$ cat config.mk
export PLATFORM = sky130hd
export DESIGN_NAME = bhkv_mod
export DESIGN_NICKNAME = d
export VERILOG_FILES = /design/src/sv/bucketed_hash_kv_table_assert.svh /design/src/sv/bhkv_pkg.sv /design/src/sv/bhkv_mod.sv
export SDC_FILE = /design/constraint.sdc
export NUM_CORES = 1
export LEC_CHECK = 0
export BUFFER_PORTS_ARGS = -buffer_cell sky130_fd_sc_hd__buf_2
export CAP_MARGIN = 20
export CORE_ASPECT_RATIO = 0.9
export CORE_MARGIN = 1.5
export CORE_UTILIZATION = 55
export CTS_BUF_LIST = sky130_fd_sc_hd__clkbuf_16
export CTS_CLUSTER_SIZE = 30
export DETAILED_ROUTE_END_ITERATION = 10
export GPL_TIMING_DRIVEN = 0
export PLACE_DENSITY_LB_ADDON = 0.1
export SLEW_MARGIN = 20
export SYNTH_ARGS = -nofsm -noshare
export SYNTH_HDL_FRONTEND = slang
export SYNTH_SLANG_ARGS = --single-unit
$ cat constraint.sdc
create_clock -name clk_i -period 5.1 [get_ports clk_i]
set_input_delay 0.765 -clock clk_i [delete_from_list [all_inputs] [get_ports clk_i]]
set_output_delay 0.765 -clock clk_i [all_outputs]
set_load 0.005 [all_outputs]
$ cat src/sv/bucketed_hash_kv_table_assert.svh
// assertion macros for the bucketed hash table
`ifndef BUCKETED_HASH_KV_TABLE_ASSERT_SVH
`define BUCKETED_HASH_KV_TABLE_ASSERT_SVH
`ifndef SYNTH
`define BHKV_ASSERT_IMP(lbl, clk, rstn, a, c) \
  lbl: assert property (@(posedge clk) disable iff (!rstn) (a) |-> (c)) \
    else $error("assertion failed");
`define BHKV_ASSERT_NXT(lbl, clk, rstn, a, c) \
  lbl: assert property (@(posedge clk) disable iff (!rstn) (a) |=> (c)) \
    else $error("assertion failed");
`else
`define BHKV_ASSERT_IMP(lbl, clk, rstn, a, c)
`define BHKV_ASSERT_NXT(lbl, clk, rstn, a, c)
`endif
`endif

$ cat src/sv/bhkv_pkg.sv
// ----------------------------------------------------------------------------
// bhkv_pkg
// shared constants and types of the bucketed hash table
// ----------------------------------------------------------------------------
`default_nettype none
package bhkv_pkg;
  localparam int unsigned WAYS_DEF        = 16;
  localparam int unsigned MAX_BUCKETS_DEF = 256;
  localparam int unsigned BLOCK_BITS_DEF  = 32;

  localparam logic [2:0] OP_GET = 3'd0;
  localparam logic [2:0] OP_PUT = 3'd1;
  localparam logic [2:0] OP_UPD = 3'd2;
  localparam logic [2:0] OP_DEL = 3'd3;

  localparam logic [2:0] ST_OK      = 3'd0;
  localparam logic [2:0] ST_MISSING = 3'd1;
  localparam logic [2:0] ST_FULL    = 3'd2;
  localparam logic [2:0] ST_WFAIL   = 3'd3;
  localparam logic [2:0] ST_BADOP   = 3'd4;

  typedef struct packed {
    logic [2:0] status;
    logic       hit;
    logic [11:0] entry_index;
    logic [31:0] found_block;
    logic [31:0] freed_block;
    logic       freed_valid;
  } result_t;
endpackage
`default_nettype wire

$ cat src/sv/bhkv_mod.sv
// ----------------------------------------------------------------------------
// bhkv_mod
// iterative hash modulo bucket count, one quotient bit per cycle
// ----------------------------------------------------------------------------
`default_nettype none
module bhkv_mod import bhkv_pkg::*; #(
  parameter int unsigned BW = 9
) (
  input  wire logic          clk_i,
  input  wire logic          rst_ni,
  input  wire logic          start_i,
  input  wire logic [31:0]   hash_i,
  input  wire logic [BW-1:0] div_i,
  output logic               done_o,
  output logic [BW-1:0]      rem_o
);
  logic [31:0]   num_q, num_d;
  logic [BW-1:0] rem_q, rem_d;
  logic [5:0]    cnt_q, cnt_d;
  logic          busy_q, busy_d;
  logic [BW:0]   sh;

  always_comb begin
    num_d = num_q; rem_d = rem_q; cnt_d = cnt_q; busy_d = busy_q;
    sh = {rem_q, num_q[31]};
    done_o = 1'b0;
    if (start_i) begin
      num_d = hash_i; rem_d = '0; cnt_d = 6'd32; busy_d = 1'b1;
    end else if (busy_q) begin
      if (cnt_q == 6'd0) begin
        busy_d = 1'b0; done_o = 1'b1;
      end else begin
        num_d = {num_q[30:0], 1'b0};
        rem_d = (sh >= {1'b0, div_i}) ? BW'(sh - {1'b0, div_i}) : sh[BW-1:0];
        cnt_d = cnt_q - 6'd1;
      end
    end
  end
  assign rem_o = rem_q;

  always_ff @(posedge clk_i or negedge rst_ni) begin
    if (!rst_ni) begin
      busy_q <= 1'b0; cnt_q <= '0;
    end else begin
      busy_q <= busy_d; cnt_q <= cnt_d;
    end
  end
  always_ff @(posedge clk_i) begin
    num_q <= num_d; rem_q <= rem_d;
  end
endmodule
`default_nettype wire

==> flow_metrics.py <==
metrics = {
    "placed_design": {
        "portBuffers": 53,
        "gp_congestion": 0.858,
        "hpwl_um": 3190,
        "placed_area_mm2": 0.00288,
        "preCtsSetupSlack_ps": 2160,
    },
    "critical_path": {
        "crit_chain": "buf_2 > ha_1 > inv_1 > fa_1 > a211oi_4 > o31ai_4 > a211oi_4 > buf_6 > mux2i_1 > o21ai_1",
        "crit_start": "div_i[0]",
        "path_max_fanout": 10,
        "end_kind": "flip-flop",
        "r2r_start": "num_q[31]",
        "crit_top_cell": "a211oi_4",
        "slowest_delay_ps": 430,
        "crit_type": "input pin to flip-flop",
        "cp_data_arrival_time_ps": 2790,
        "crit_family": "compound AO/OA/AOI/OAI gates",
        "cp-start-kind": "input pin",
        "worst-path-buf-inv": 3,
        "critPathRequiredTime_ps": 5250,
        "worst_path_max_delay_cell": "fa_1",
    },
    "routing": {
        "drt-pass1-iter-count": 4,
        "drcViolationCount": 0,
        "viasPerCell": 5.30,
        "drt_iter0_drc": 72,
        "postRouteAntennaNets": 0,
        "vias": 1712,
        "wl_per_cell_um": 14.2,
        "drt-total-wl_um": 4580,
    },
    "floorplanning": {
        "core_mm2": 0.00443,
        "die-area_mm2": 0.00503,
        "fp-row-count": 23,
        "initial_utilization_pct": 57.2,
        "ios": 54,
        "die_x_um": 74.6,
        "die_y_um": 67.4,
    },
    "sta": {
        "tightestPinTransition_ps": 681,
        "post-route-min-period_ps": 2640,
        "relSlewSlack_pct": 54.6,
        "fmax_mhz": 379,
        "period_share_pct": 51.7,
        "rsz0062_at_grt": "no",
        "drv_slew": 0,
        "clock_skew_ps": 8.03,
        "finalSetupTns_ps": 0,
        "setup_viol": 0,
        "hold_viol_final": 0,
        "fin_ws_ps": 2460,
    },
    "logic_synthesis": {
        "synth_top_family_by_area": "multiplexers",
        "synth_xor_area_share_pct": 3.45,
        "syn_inst": 200,
        "ys_ff_latch": 48,
        "avgSynthCellArea_um2": 12.7,
        "seq_area_frac_synth_pct": 51.9,
        "synth_fa_ha_area_share_pct": 6.22,
        "ys_types": 44,
        "ys_warn_count": 0,
        "synth_compound_area_share_pct": 9.42,
        "synthMuxAreaShare_pct": 16.6,
        "yosys.area_share.simple_pct": 8.98,
        "synth_area_mm2": 0.00254,
        "synth_fp_nets": 256,
    },
    "global_routing": {
        "antenna_found_initial": 0,
        "grtUsageTotal_pct": 20.7,
        "first_global_vias": 1703,
        "grt_max_degree": 34,
        "grt_pass1_wl_um": 7620,
        "grt-ovfl-total": 0,
    },
    "run_status": {
        "outcome": "completed",
    },
    "cts": {
        "cts_made_buffers": 5,
        "postCtsSetupRepairBufs": 0,
        "clk_latency_ps": 290,
        "cts_sinks": 48,
        "clockBufferDepth": 2,
        "cts_root_buf": "clkbuf_16",
        "cts_tree": "done",
        "clk_pin_slew_worst_paths_ps": 70,
        "cts_max_level": 2,
        "cts_resized": 0,
        "postCtsHoldBufs": 0,
    },
    "power_and_ir_drop": {
        "p_per_area_mw_per_mm2": 504,
        "power.total_w": 0.00152,
        "p_leak_nw": 1.33,
        "max-vdd-ir-drop_mv": 0.260,
    },
    "final_layout": {
        "diodes": 0,
        "n_fill_cell": 350,
        "multiInputGateArea_mm2": 0.00113,
        "layout.nets": 316,
        "seq_area_mm2": 0.00132,
        "finalInstanceArea_mm2": 0.00302,
        "layout-drive-gt1-share_pct": 38.3,
        "utilization_pct": 68.2,
        "areaGrowthSynthToFinish_pct": 19.1,
    },
    "hold_path": {
        "hold_class": "input pin to async pin",
    },
    "job": {
        "cap_viol_max_count": 0,
    },
}
[where the power goes]
group	internal [W]	switching (W)	leakage, nW
Clock	0.000179	0.000138	0.0710
Sequential	0.000559	0.0000661	0.496
Combinational	0.000272	0.000308	0.765
[cell type report]
cell class	instances	area share, %
inverters	15	1.86
repair buffers	53	8.78
clock inverters	3	0.539
clock buffers	5	4.14
multi-input cells	131	37.5
well taps	62	2.57
plain buffers	6	1.04
flip-flops and latches	48	43.6
[path summary, 6_finish.rpt]
check	slack (ps)	cells after the start	endpoint
max in group asynchronous	4630	1	cnt_q[3]
min reg2reg	490	2	rem_o[8]
max	2460	10	rem_o[3]
min in group clk_i	490	2	rem_o[8]
min	300	1	cnt_q[2]
max reg2reg	2580	10	rem_o[3]
[worst reg2reg max path: stages (launching register included)]
cell and delay, ps:
edfxtp_1 390, inv_1 70, ha_1 150, inv_1 50, fa_1 430, a211oi_4 300
o31ai_4 130, a211oi_4 380, buf_6 210, mux2i_1 200, o21ai_1 80
[layout by cell type, fill, tap and decap left out, types with 2 or more instances in the layout]
master | synthesis | routed
a31oi_1 | 2 | 2
dfrtp_1 | 7 | 7
nor2_1 | 8 | 8
nor3_1 | 3 | 3
nand3b_1 | 2 | 2
ha_1 | 11 | 11
buf_2 | 1 | 54
xor2_1 | 6 | 6
inv_1 | 14 | 14
inv_2 | 1 | 2
dfxtp_1 | 9 | 9
mux2i_1 | 6 | 6
buf_1 | 2 | 2
and3_1 | 2 | 2
nand2_1 | 9 | 9
mux2_2 | 32 | 32
o21ai_1 | 5 | 5
nand3_1 | 6 | 6
edfxtp_1 | 32 | 32
a32oi_1 | 3 | 3
nor4_1 | 4 | 4
a21oi_1 | 5 | 5
a211oi_4 | 2 | 2
clkbuf_1 | 2 | 2
nand2b_1 | 2 | 2
o31ai_1 | 3 | 3
clkbuf_16 | 0 | 5
xnor2_1 | 4 | 4
[per-layer routing]
| layer | GRT usage (%) | up-vias | wire length (um) |
|---|---|---|---|
| met5 | 0 | - | 0 |
| li1 | - | 860 | - |
| met1 | 26.7 | 808 | 2220 |
| met4 | 7.95 | 0 | 66 |
| met3 | 5.97 | 7 | 209 |
| met2 | 33.0 | 37 | 2090 |
[sequential cells by signal, indices dropped and copies added (netlist names)]
signal,count
busy_q,1
cnt_q,6
num_q,32
rem_o,9
[cells in the mapped netlist, drive strengths merged]
cell type / instances / area share, %
a32oi: 3 / 1.0
clkbuf: 2 / 0.30
a21oi: 6 / 1.6
nor4: 4 / 0.99
and2: 1 / 0.25
a21o: 1 / 0.30
and3b: 1 / 0.35
mux2: 32 / 14
fa: 1 / 0.79
edfxtp: 32 / 38
ha: 11 / 5.4
nand2: 9 / 1.3
nand4b: 1 / 0.35
nor2b: 1 / 0.25
nor3b: 1 / 0.30
nand2b: 2 / 0.49
a211o: 1 / 0.35
or4b: 1 / 0.39
nor3: 3 / 0.59
a21bo: 1 / 0.39
nand3b: 2 / 0.59
o311ai: 1 / 0.35
mux2i: 6 / 2.4
a211oi: 2 / 1.6
nor2: 8 / 1.2
or3: 1 / 0.25
a31oi: 2 / 0.49
xnor2: 4 / 1.4
o31ai: 4 / 1.7
and3: 2 / 0.49
dfrtp: 7 / 6.9
dfxtp: 9 / 7.1
buf: 4 / 0.94
inv: 15 / 2.2
xor2: 6 / 2.1
o21ai: 5 / 0.99
o22ai: 1 / 0.25
a31o: 1 / 0.35
nand3: 6 / 1.2
[kinds of logic (layout without fill, tap and decap cells)]
logic type / after synthesis / count (layout)
fa+ha+maj: 12 / 12
xor+xnor: 10 / 10
compound gates: 28 / 28
mux: 38 / 38
buf+inv: 21 / 82
flops: 48 / 48
simple gates: 43 / 43
[per-stage QoR]
stage	cells	hold WS [ps]
2_1_floorplan	200	469
3_3_place_gp	315	477
3_5_place_dp	315	487
4_1_cts	323	305
5_1_grt	323	308
6_report	323	301
No activity file was read; power rests on OpenSTA's default activity.
